### config.mk
export PLATFORM = sky130hd
export DESIGN_NAME = notch_throttle_speed_integrator
export DESIGN_NICKNAME = d
export VERILOG_FILES = /design/src/sv/nts_pkg.sv /design/src/sv/nts_core.sv /design/src/sv/nts_duty.sv /design/src/sv/notch_throttle_speed_integrator.sv
export SDC_FILE = /design/constraint.sdc
export NUM_CORES = 1
export LEC_CHECK = 0
export BUFFER_PORTS_ARGS = -buffer_cell sky130_fd_sc_hd__buf_2
export CAP_MARGIN = 30
export CORE_MARGIN = 1.5
export CORE_UTILIZATION = 55
export DETAILED_ROUTE_END_ITERATION = 10
export GPL_ROUTABILITY_DRIVEN = 0
export GPL_TIMING_DRIVEN = 0
export PLACE_DENSITY = 0.75
export SYNTH_ARGS = -nofsm -noshare
export SYNTH_HDL_FRONTEND = slang
export SYNTH_SLANG_ARGS = --single-unit
### constraint.sdc
create_clock -name clk -period 8.2 [get_ports clk]
set_input_delay 1.23 -clock clk [delete_from_list [all_inputs] [get_ports clk]]
set_output_delay 1.23 -clock clk [all_outputs]
set_load 0.005 [all_outputs]
### src/sv/nts_pkg.sv
// Shared types, constants and the notch rate table of the notch throttle speed integrator.
`default_nettype none

package nts_pkg;

  // Default values of the top level parameters.
  localparam int unsigned TOP_SPEED_DEF  = 10000;
  localparam int unsigned FLOOR_STEP_DEF = 100;

  // Fixed constants of the throttle.
  localparam int unsigned FLOOR_RESET  = 1000;
  localparam int unsigned DUTY_FULL    = 10000;
  localparam int unsigned RATE_MAX_MAG = 1000;
  localparam int unsigned RATE_W       = 11;

  // Request kinds.
  localparam logic REQ_TICK = 1'b0;
  localparam logic REQ_KNOB = 1'b1;

  // Notch codes, power side first.
  localparam logic [3:0] NOTCH_P5 = 4'd0;
  localparam logic [3:0] NOTCH_P4 = 4'd1;
  localparam logic [3:0] NOTCH_P3 = 4'd2;
  localparam logic [3:0] NOTCH_P2 = 4'd3;
  localparam logic [3:0] NOTCH_P1 = 4'd4;
  localparam logic [3:0] NOTCH_N  = 4'd5;
  localparam logic [3:0] NOTCH_B1 = 4'd6;
  localparam logic [3:0] NOTCH_B2 = 4'd7;
  localparam logic [3:0] NOTCH_B3 = 4'd8;
  localparam logic [3:0] NOTCH_B4 = 4'd9;
  localparam logic [3:0] NOTCH_B5 = 4'd10;
  localparam logic [3:0] NOTCH_EB = 4'd11;

  // Motor modes.
  localparam logic [1:0] MODE_STOP = 2'd0;
  localparam logic [1:0] MODE_FWD  = 2'd1;
  localparam logic [1:0] MODE_REV  = 2'd2;

  typedef struct packed {
    logic       req_type;
    logic [3:0] notch;
    logic       forward;
    logic       knob_dir;
  } in_t;

  typedef struct packed {
    logic [13:0] speed_now;
    logic        accelerating;
    logic        braking;
    logic [1:0]  motor_mode;
    logic [13:0] pwm_duty;
    logic [12:0] floor_now;
  } out_t;

  function automatic logic signed [RATE_W-1:0] notch_rate(input logic [3:0] notch);
    logic signed [RATE_W-1:0] rate;
    case (notch)
      NOTCH_P5: rate = 11'sd16;
      NOTCH_P4: rate = 11'sd8;
      NOTCH_P3: rate = 11'sd4;
      NOTCH_P2: rate = 11'sd2;
      NOTCH_P1: rate = 11'sd1;
      NOTCH_N:  rate = 11'sd0;
      NOTCH_B1: rate = -11'sd1;
      NOTCH_B2: rate = -11'sd2;
      NOTCH_B3: rate = -11'sd4;
      NOTCH_B4: rate = -11'sd8;
      NOTCH_B5: rate = -11'sd16;
      NOTCH_EB: rate = -11'sd1000;
      default:  rate = 11'sd0;
    endcase
    return rate;
  endfunction

endpackage

`default_nettype wire

### src/sv/nts_core.sv
// State update of speed, floor, direction and flags, with the first result stage.
`default_nettype none

module nts_core #(
  parameter int unsigned TOP_SPEED  = nts_pkg::TOP_SPEED_DEF,
  parameter int unsigned FLOOR_STEP = nts_pkg::FLOOR_STEP_DEF,
  parameter int unsigned SW         = $clog2(TOP_SPEED + 1)
) (
  input  wire logic          clk,
  input  wire logic          rst,
  input  wire logic          in_valid,
  output      logic          in_ready,
  input  wire nts_pkg::in_t  in_data,
  output      logic          a_valid,
  input  wire logic          a_ready,
  output      nts_pkg::out_t a_res,
  output      logic [SW-1:0] a_speed
);
  import nts_pkg::*;

  localparam int unsigned HALF_SPEED = TOP_SPEED / 2;
  localparam int unsigned FLOOR_MAX  = (HALF_SPEED > FLOOR_RESET) ? HALF_SPEED : FLOOR_RESET;
  localparam int unsigned FW         = $clog2(FLOOR_MAX + 1);
  localparam int unsigned AW         =
    $clog2(TOP_SPEED + FLOOR_MAX + FLOOR_STEP + RATE_MAX_MAG + 1) + 1;

  localparam logic signed [AW-1:0] TopS  = AW'(TOP_SPEED);
  localparam logic signed [AW-1:0] HalfS = AW'(HALF_SPEED);
  localparam logic signed [AW-1:0] StepS = AW'(FLOOR_STEP);
  localparam logic signed [AW-1:0] ZeroS = '0;

  logic [SW-1:0] speed;
  logic [FW-1:0] floor_lvl;
  logic          dir;
  logic          accel;
  logic          brake;

  logic [SW-1:0] speed_next;
  logic [FW-1:0] floor_next;
  logic          dir_next;
  logic          accel_next;
  logic          brake_next;

  logic                     accept;
  logic signed [RATE_W-1:0] rate;
  logic signed [AW-1:0]     speed_s;
  logic signed [AW-1:0]     floor_s;
  logic signed [AW-1:0]     sum_s;
  logic signed [AW-1:0]     low_s;
  logic signed [AW-1:0]     clip_s;
  logic signed [AW-1:0]     f_sum;
  logic signed [AW-1:0]     f_low;
  logic signed [AW-1:0]     f_clip;
  logic [1:0]               mode_next;

  assign in_ready = !a_valid || a_ready;
  assign accept   = in_valid && in_ready;

  always_comb begin
    rate    = notch_rate(in_data.notch);
    speed_s = $signed(AW'(speed));
    floor_s = $signed(AW'(floor_lvl));

    // Tick: add the rate, then hold the speed between the floor and top speed.
    sum_s  = speed_s + AW'(rate);
    low_s  = (sum_s < floor_s) ? floor_s : sum_s;
    clip_s = (low_s > TopS) ? TopS : low_s;

    // Knob: step the floor and keep it within zero and half of top speed.
    f_sum  = in_data.knob_dir ? (floor_s + StepS) : (floor_s - StepS);
    f_low  = (f_sum < ZeroS) ? ZeroS : f_sum;
    f_clip = (f_low > HalfS) ? HalfS : f_low;

    speed_next = speed;
    floor_next = floor_lvl;
    dir_next   = dir;
    accel_next = accel;
    brake_next = brake;
    if (in_data.req_type == REQ_KNOB) begin
      floor_next = FW'(f_clip);
    end else begin
      speed_next = SW'(clip_s);
      dir_next   = in_data.forward;
      accel_next = rate > 0;
      brake_next = rate < 0;
    end

    if (speed_next == '0) begin
      mode_next = MODE_STOP;
    end else if (dir_next) begin
      mode_next = MODE_FWD;
    end else begin
      mode_next = MODE_REV;
    end
  end

  always_ff @(posedge clk) begin
    if (rst) begin
      speed     <= '0;
      floor_lvl <= FW'(FLOOR_RESET);
      dir       <= 1'b0;
      accel     <= 1'b0;
      brake     <= 1'b0;
      a_valid   <= 1'b0;
    end else begin
      if (accept) begin
        speed     <= speed_next;
        floor_lvl <= floor_next;
        dir       <= dir_next;
        accel     <= accel_next;
        brake     <= brake_next;
        a_valid   <= 1'b1;
      end else if (a_ready) begin
        a_valid <= 1'b0;
      end
    end
  end

  always_ff @(posedge clk) begin
    if (accept) begin
      a_speed            <= speed_next;
      a_res.speed_now    <= 14'(speed_next);
      a_res.accelerating <= accel_next;
      a_res.braking      <= brake_next;
      a_res.motor_mode   <= mode_next;
      a_res.pwm_duty     <= '0;
      a_res.floor_now    <= 13'(floor_next);
    end
  end

endmodule

`default_nettype wire

### src/sv/nts_duty.sv
// Output stage that scales the speed to a PWM duty by a constant reciprocal multiply.
`default_nettype none

module nts_duty #(
  parameter int unsigned TOP_SPEED = nts_pkg::TOP_SPEED_DEF,
  parameter int unsigned SW        = $clog2(TOP_SPEED + 1)
) (
  input  wire logic          clk,
  input  wire logic          rst,
  input  wire logic          a_valid,
  output      logic          a_ready,
  input  wire nts_pkg::out_t a_res,
  input  wire logic [SW-1:0] a_speed,
  output      logic          out_valid,
  input  wire logic          out_ready,
  output      nts_pkg::out_t out_data
);
  import nts_pkg::*;

  // With a shift of twice the speed width, the rounded-up reciprocal gives the
  // truncated quotient exactly for every speed up to top speed.
  localparam int unsigned  K   = 2 * SW;
  localparam logic [63:0]  Mul = ((64'(DUTY_FULL) << K) / 64'(TOP_SPEED)) + 64'd1;
  localparam int unsigned  MW  = $clog2(Mul + 64'd1);
  localparam int unsigned  PW  = SW + MW;

  logic [PW-1:0] prod;
  logic          take;
  out_t          res_next;

  assign a_ready = !out_valid || out_ready;
  assign take    = a_valid && a_ready;
  assign prod    = PW'(a_speed) * PW'(Mul[MW-1:0]);

  always_comb begin
    res_next          = a_res;
    res_next.pwm_duty = 14'(prod >> K);
  end

  always_ff @(posedge clk) begin
    if (rst) begin
      out_valid <= 1'b0;
    end else begin
      if (take) begin
        out_valid <= 1'b1;
      end else if (out_ready) begin
        out_valid <= 1'b0;
      end
    end
  end

  always_ff @(posedge clk) begin
    if (take) begin
      out_data <= res_next;
    end
  end

endmodule

`default_nettype wire

### src/sv/notch_throttle_speed_integrator.sv
// Top level of the notch throttle speed integrator.
//
// One request on the input channel is either a control tick (notch and direction)
// or a knob event (floor up or down). Every request gives exactly one result with
// the speed, the accel and brake flags, the motor mode, the PWM duty and the floor.
// Both channels use valid and ready; a request is taken when in_valid and in_ready
// are high at a rising edge, a result when out_valid and out_ready are.
// The speed and floor state updates in the cycle a request is taken, so requests
// may follow one another in every cycle while the results move on. A request passes
// two register stages: the notch rate add and clamps at the edge that takes it, then
// the constant-reciprocal multiply that scales the speed to the duty when the second
// stage takes the result from the first; out_valid rises with that second stage.
// Sustained throughput is one request per cycle. When the receiver stalls, the two
// result stages fill and in_ready follows out_ready; nothing is dropped.
// Reset (rst, synchronous) sets speed zero, floor 1000, reverse direction, clears
// both flags and empties the result stages.
`default_nettype none

module notch_throttle_speed_integrator #(
  parameter int unsigned TOP_SPEED  = nts_pkg::TOP_SPEED_DEF,
  parameter int unsigned FLOOR_STEP = nts_pkg::FLOOR_STEP_DEF
) (
  input  wire logic          clk,
  input  wire logic          rst,
  input  wire logic          in_valid,
  output      logic          in_ready,
  input  wire nts_pkg::in_t  in_data,
  output      logic          out_valid,
  input  wire logic          out_ready,
  output      nts_pkg::out_t out_data
);
  import nts_pkg::*;

  localparam int unsigned SW = $clog2(TOP_SPEED + 1);

  logic          a_valid;
  logic          a_ready;
  out_t          a_res;
  logic [SW-1:0] a_speed;

  nts_core #(
    .TOP_SPEED  (TOP_SPEED),
    .FLOOR_STEP (FLOOR_STEP),
    .SW         (SW)
  ) u_core (
    .clk      (clk),
    .rst      (rst),
    .in_valid (in_valid),
    .in_ready (in_ready),
    .in_data  (in_data),
    .a_valid  (a_valid),
    .a_ready  (a_ready),
    .a_res    (a_res),
    .a_speed  (a_speed)
  );

  nts_duty #(
    .TOP_SPEED (TOP_SPEED),
    .SW        (SW)
  ) u_duty (
    .clk       (clk),
    .rst       (rst),
    .a_valid   (a_valid),
    .a_ready   (a_ready),
    .a_res     (a_res),
    .a_speed   (a_speed),
    .out_valid (out_valid),
    .out_ready (out_ready),
    .out_data  (out_data)
  );

  // The duty never exceeds full scale.
  a_duty_range: assert property (@(posedge clk) disable iff (rst)
    out_valid |-> (out_data.pwm_duty <= 14'(DUTY_FULL)))
    else $error("pwm duty above full scale");

  // A stopped motor has zero duty.
  a_stop_duty: assert property (@(posedge clk) disable iff (rst)
    (out_valid && out_data.motor_mode == MODE_STOP) |-> (out_data.pwm_duty == '0))
    else $error("nonzero duty while stopped");

  // One rate cannot both accelerate and brake.
  a_flags_excl: assert property (@(posedge clk) disable iff (rst)
    out_valid |-> !(out_data.accelerating && out_data.braking))
    else $error("accel and brake flags both set");

  // With the first stage holding a result that cannot move on, no request is taken.
  a_no_overrun: assert property (@(posedge clk) disable iff (rst)
    (a_valid && !a_ready) |-> !in_ready)
    else $error("request taken over a stalled result");

endmodule

`default_nettype wire

Yosys cells after proc, flatten, opt, wreduce, memory -nomap -nowiden
Memories as Yosys holds them, arrays and structs flattened.
Index checks and enable logic that the tools add are counted.
- $add $sub $neg: 3
- $mul: 1
- magnitude comparators: 6
- mux-type cells: 15
- reductions and logical operators: 9
- operator list (kind ; count):
    $mux W15 ; 3
    $mul A14 B29 Y42 const B ; 1
    $mux W14 ; 2
    $mux W13 ; 2
    $add A15 B11 Y15 ; 1
    $gt A15 B14 Y1 const B ; 1
    $gt A15 B15 Y1 const B ; 1
    $lt A15 B1 Y1 const B ; 1
    $lt A15 B14 Y1 ; 1
    $add A13 B7 Y14 const B ; 1
    $logic_not A14 Y1 ; 1
    $sub A13 B7 Y14 const B ; 1
    $gt A11 B1 Y1 const B ; 1
    $lt A11 B1 Y1 const B ; 1
    $mux W1 ; 7
    $reduce_bool A2 Y1 ; 2
    $logic_and A1 B1 Y1 ; 2
    $logic_not A1 Y1 ; 2
    $logic_or A1 B1 Y1 ; 2
    $mux W2 ; 1
- flip-flop bits (word level): 108
- memory bits (read-only): 176
- input port bits: 11
- output and inout bits: 47
- word-level logic and storage cells: 53
- memories: 1
- memories (name ; depth ; bits a word ; rd ports ; clocked after Yosys merged registers in ; wr ports ; line ; source):
    (no name shown) ; 16 ; 11 ; 1 ; 0 ; 0 ; nts_pkg.sv:57 ; case (notch)

Longest topological paths before layout
An unclocked memory read counts as a cell.
- depth after elaboration: 8
- mapped depth: 29

By module
From an unflattened synthesis, not the netlist that was laid out.
- cell total of the unflattened synthesis: 625
- area total of the unflattened synthesis: 6213.5 um2
- modules (own cells, without submodules) (module ; instances ; cells each ; area each (um2) ; sequential area each (um2)):
    nts_core ; 1 ; 575 ; 4807.1 ; 1551.5
    nts_duty ; 1 ; 50 ; 1406.3 ; 1371.3

Worst setup path before layout
Ideal clock, no wire load.
- path kind: input-to-reg
- start point: in in_data[3] (netlist name)
- end point: reg, netlist name u_core.a_res[34]
- setup time: 0.257 ns
- arrival time: 6.323 ns
- path slack: 1.621 ns
- cell stages on the path: 25
- path buffers: 4
- cells stage by stage: inv_1 o21ai_0 a21boi_0 o21ai_0 ha_1 a21o_1 a221oi_4 nor3_1 or4_4 ha_1 nor2b_1 o21ai_0 or4b_1 a21oi_1 ha_1 buf_2 inv_1 buf_1 nor4_1 o211ai_1 a221oi_1 o311a_1 buf_6 buf_12 a22o_2
- longest elaborated chain between the ends: 7
- RTL lines (element ; line ; source):
    start: declaration ; notch_throttle_speed_integrator.sv:27 ; input wire nts_pkg::in_t in_data,
    $mem_v2 Z16 W11 (*) ; n/a ;
    $add A15 B11 Y15 (*) ; nts_core.sv:65 ; sum_s = speed_s + AW'(rate);
    $lt A15 B14 Y1 ; nts_core.sv:66 ; low_s = (sum_s < floor_s) ? floor_s : sum_s;
    $mux W15 (*) ; nts_core.sv:66 ;
    $gt A15 B15 Y1 ; nts_core.sv:67 ; clip_s = (low_s > TopS) ? TopS : low_s;
    $mux W14 (*) ; nts_core.sv:67 ;
    $mux W14 (*) ; nts_core.sv:79 ; if (in_data.req_type == REQ_KNOB) begin
    named net u_core.speed_next[3] ; nts_core.sv:38 ; logic [SW-1:0] speed_next;
Mark *: on every way through the listed nets, which the timed path passes. The rest lies on a longest branch.
A chain may end at the register's enable or synchronous reset.

Worst setup path after layout
- start point: in in_data[3] (netlist name)
- end point: reg, netlist name u_core.a_res[28]
- longest elaborated chain between the ends: 8
- RTL lines (element ; line ; source):
    $mem_v2 Z16 W11 (*) ; n/a ;
    $add A15 B11 Y15 (*) ; nts_core.sv:65 ;
    $lt A15 B14 Y1 ; nts_core.sv:66 ;
    $mux W15 (*) ; nts_core.sv:66 ;
    $gt A15 B15 Y1 ; nts_core.sv:67 ;
    $mux W14 (*) ; nts_core.sv:67 ;
    $mux W14 (*) ; nts_core.sv:79 ;
    $logic_not A14 Y1 (*) ; nts_core.sv:88 ; if (speed_next == '0) begin
Mark *: on every way between the ends. The rest lies on a longest branch, timed or not.

==> results by group <==
Outcome
  – Status: finished clean

Yosys
  – EDFF count, synth: 62
  – Top cell type by total area after synthesis: edfxtp_1
  – Synth area leaders: edfxtp_1 32%, dfxtp_1 11%, ha_1 6.8%, nor2_1 3.6%, nand2_1 3.3%
  – Mapped Nets: 632
  – Synth top area share: 0.324
  – Synth Register Bits: 94
  – Yosys cell types: 79
  – Most common flop cell mapped by yosys: edfxtp_1
  – Area of the mapped netlist: 5740 sq um
  – Async SR Flop Fraction: 0
  – Cells after Synth: 589
  – Register area share after synthesis: 0.436
  – Syn avg cell area: 9.75 sq um
  – Synthesis warning total: 0

Clocking
  – Setup bufs post-CTS: 0
  – Cts hold-fix bufs: 0
  – # clock sinks: 94
  – # resized after CTS: 0
  – Worst-Skew Late Latency: 0.35 ns
  – Clk pin slew, worst setup/hold paths: 0.08 ns
  – Clock Path Buffers: 2
  – Root buffer cell: clkbuf_8
  – CTS tree: done
  – H-tree Lvls: 3
  – Num CTS Buffers: 9

STA
  – Tcrit/Tclk final: 0.886
  – Final Setup Violations: 0
  – Fmax: 138 MHz
  – Clock skew: 0.0121 ns
  – Final min period: 7.26 ns
  – Least-Margin Pin Slew: 0.837 ns
  – Max-slew violations: 0
  – Rel. slew slack: 0.438
  – Worst hold slack: 0.421 ns
  – RSZ-0062 raised after global routing: false
  – Setup TNS: 0 ns
  – Final Hold Fails: 0

Worst setup path
  – Beginning of the critical path: in_data[3]
  – R2r setup slk: 2.06 ns
  – CP Capture Point: u_core.a_res[28]
  – Crit Path Max Fanout: 10
  – R2r startpoint: u_core.speed[4]
  – Crit Path Class: in -> reg
  – Arr. time, crit path: 7.35 ns
  – WP data required: 8.29 ns
  – Reg2reg path depth: 20
  – Worst Setup End Kind: flop
  – Reg-to-Reg End: u_core.a_res[28]
  – Worst setup SP type: input pin

Global route
  – Global-route wire length before repair: 21,300 um
  – GR Overflow Total: 0
  – GR Util met3: 0.0312
  – Total GRT Usage: 0.244
  – Vias in the first global route: 4,338
  – Routing usage on met1: 0.340
  – GRT busiest layer: met2
  – GR Util met2: 0.379
  – Antenna violations before repair: 0
  – Largest net degree at the start of global routing: 41

Die
  – Die ar.: 11,100 sq um
  – Die Height: 105 um
  – Initial core utilization: 0.561
  – Die Wd: 105 um
  – Core area: 10,200 sq um
  – IO Pins: 58
  – Rows: 37

Cells and area
  – Non-Filler Instances: 797
  – Share of layout cells above drive strength 1: 0.186
  – Leading cell types in the layout, fill and taps excluded: 64 x buf_2, 62 x edfxtp_1, 55 x nor2_1
  – Fill count: 857
  – Commonest non-fill, non-tap cell in the layout: buf_2
  – NumNets Final: 699
  – P&R area growth vs syn: 10.8%
  – Diodes inserted: 0

Place
  – Placed cells: 781
  – Placed wire-length estimate: 10,300 um
  – Port Buffers: 55

Route
  – Via count: 4,981
  – ANT nets after route: 0
  – Starting DRT DRC Count: 384
  – Drt drc: 0
  – Drt wl/cell: 16.9 um
  – First-pass detailed-route iteration total: 5
  – Drt via density: 6.25
  – WL final: 13,500 um

Power
  – Worst vdd ir: 0.0000905 V
  – Cell area power density: 192 nW/um^2
  – Leakage power: 2.59 nW

Run
  – Max-cap violations: 0

Worst hold path
  – Hold Crit Class: reg -> reg
  – Startpoint of the worst hold path: u_core.a_res[3]
==> worst min path at each step <==
stage               slack (ns)  cells past startpoint                   to
floorplan                 0.40                      0   u_duty.out_data[0]
global placement          0.40                      0   u_duty.out_data[8]
detailed placement        0.40                      0  u_duty.out_data[18]
CTS                       0.42                      0   u_duty.out_data[3]
global route              0.43                      0  u_duty.out_data[11]
finish                    0.42                      0   u_duty.out_data[3]
==> per-stage QoR <==
step                      cell area, sq um   util  setup WS, ns  power [mW]
after floorplan                       5740      -          1.62       0.867
after global placement                6190  0.605         0.850       0.957
after detailed placement              6200  0.606         0.715       0.970
after CTS                             6360  0.622          1.08        1.22
after global routing                  6360  0.622         0.624        1.28
final                                 6360  0.622         0.937        1.22
==> sequential cells by signal, indices dropped and copies added, names as in the netlist <==
signal and flops:
u_duty.out_data 31, u_core.speed 14, u_core.a_res 31, u_core.dir 1, u_duty.out_valid 1, u_core.accel 1
u_core.a_valid 1, u_core.floor_lvl 13, u_core.brake 1
==> kinds of logic after synthesis <==
group                      after synthesis  synth area share
xor gates and xnor gates                15            0.0229
and+or+nand+nor                        202             0.180
DFF                                     94             0.436
adders and majority gates               32            0.0711
AOI/OAI and AO/OA                      155             0.198
muxes                                   13            0.0240
buffers and inverters                   78            0.0687
==> per-layer routing <==
layer,up-vias,wire (um)
met1,2330,5900
met4,0,427
li1,2331,-
met5,-,0
met2,271,6090
met3,49,1050
==> cell usage after synthesis, types with 3 or more instances <==
cell type / instances
edfxtp_1: 62
nor2_1: 55
nand2_1: 50
a21oi_1: 34
dfxtp_1: 32
inv_1: 32
ha_1: 31
buf_4: 18
nor3_1: 18
o21ai_0: 18
clkbuf_1: 14
a21o_1: 11
nand2b_1: 11
xnor2_1: 11
a211oi_1: 9
buf_2: 8
nand3_1: 8
nor4_1: 8
o22ai_1: 8
a31oi_1: 7
mux2i_1: 7
nor3b_1: 7
o31ai_1: 7
or3_1: 7
a22o_1: 6
a32oi_1: 6
and3_1: 6
mux2_2: 6
nand4_1: 6
nor2b_1: 6
o211ai_1: 6
a311oi_1: 4
buf_1: 4
xor2_1: 4
a22o_2: 3
a2bb2oi_1: 3
and4_1: 3
nand3b_1: 3
==> layout make-up <==
cell class / instances / area (sq um) / area share
multi-input cells: 417 / 2850 / 0.447
clock inverters: 6 / 28.8 / 0.00452
flip-flops and latches: 94 / 2500 / 0.393
repair buffers: 56 / 290 / 0.0456
clock buffers: 10 / 128 / 0.0201
well taps: 136 / 170 / 0.0268
inverters: 32 / 120 / 0.0189
plain buffers: 46 / 275 / 0.0433
==> worst max-delay path: stages <==
cell	delay, ns
buf_2	0.12
inv_1	0.06
o21ai_0	0.14
a21boi_0	0.18
o21ai_0	0.13
ha_1	0.35
a21o_1	0.22
a221oi_4	0.49
nor3_1	0.12
or4_4	0.57
ha_1	0.31
nor2b_1	0.13
o21ai_0	0.14
or4b_1	0.44
a21oi_1	0.14
ha_1	0.24
buf_2	0.18
inv_1	0.16
buf_1	0.49
nor4_1	0.17
o211ai_1	0.30
a221oi_1	0.13
o311a_1	0.36
a2111oi_2	0.43
a21boi_1	0.12
==> power by group <==
part / leakage, nW / total (mW) / internal (mW) / switching, mW
Sequential: 0.862 / 0.575 / 0.554 / 0.0211
Combinational: 1.66 / 0.397 / 0.158 / 0.239
Clock: 0.0747 / 0.250 / 0.106 / 0.144
Total: 2.59 / 1.22 / 0.817 / 0.404
Power figures use the tool's default switching activity.
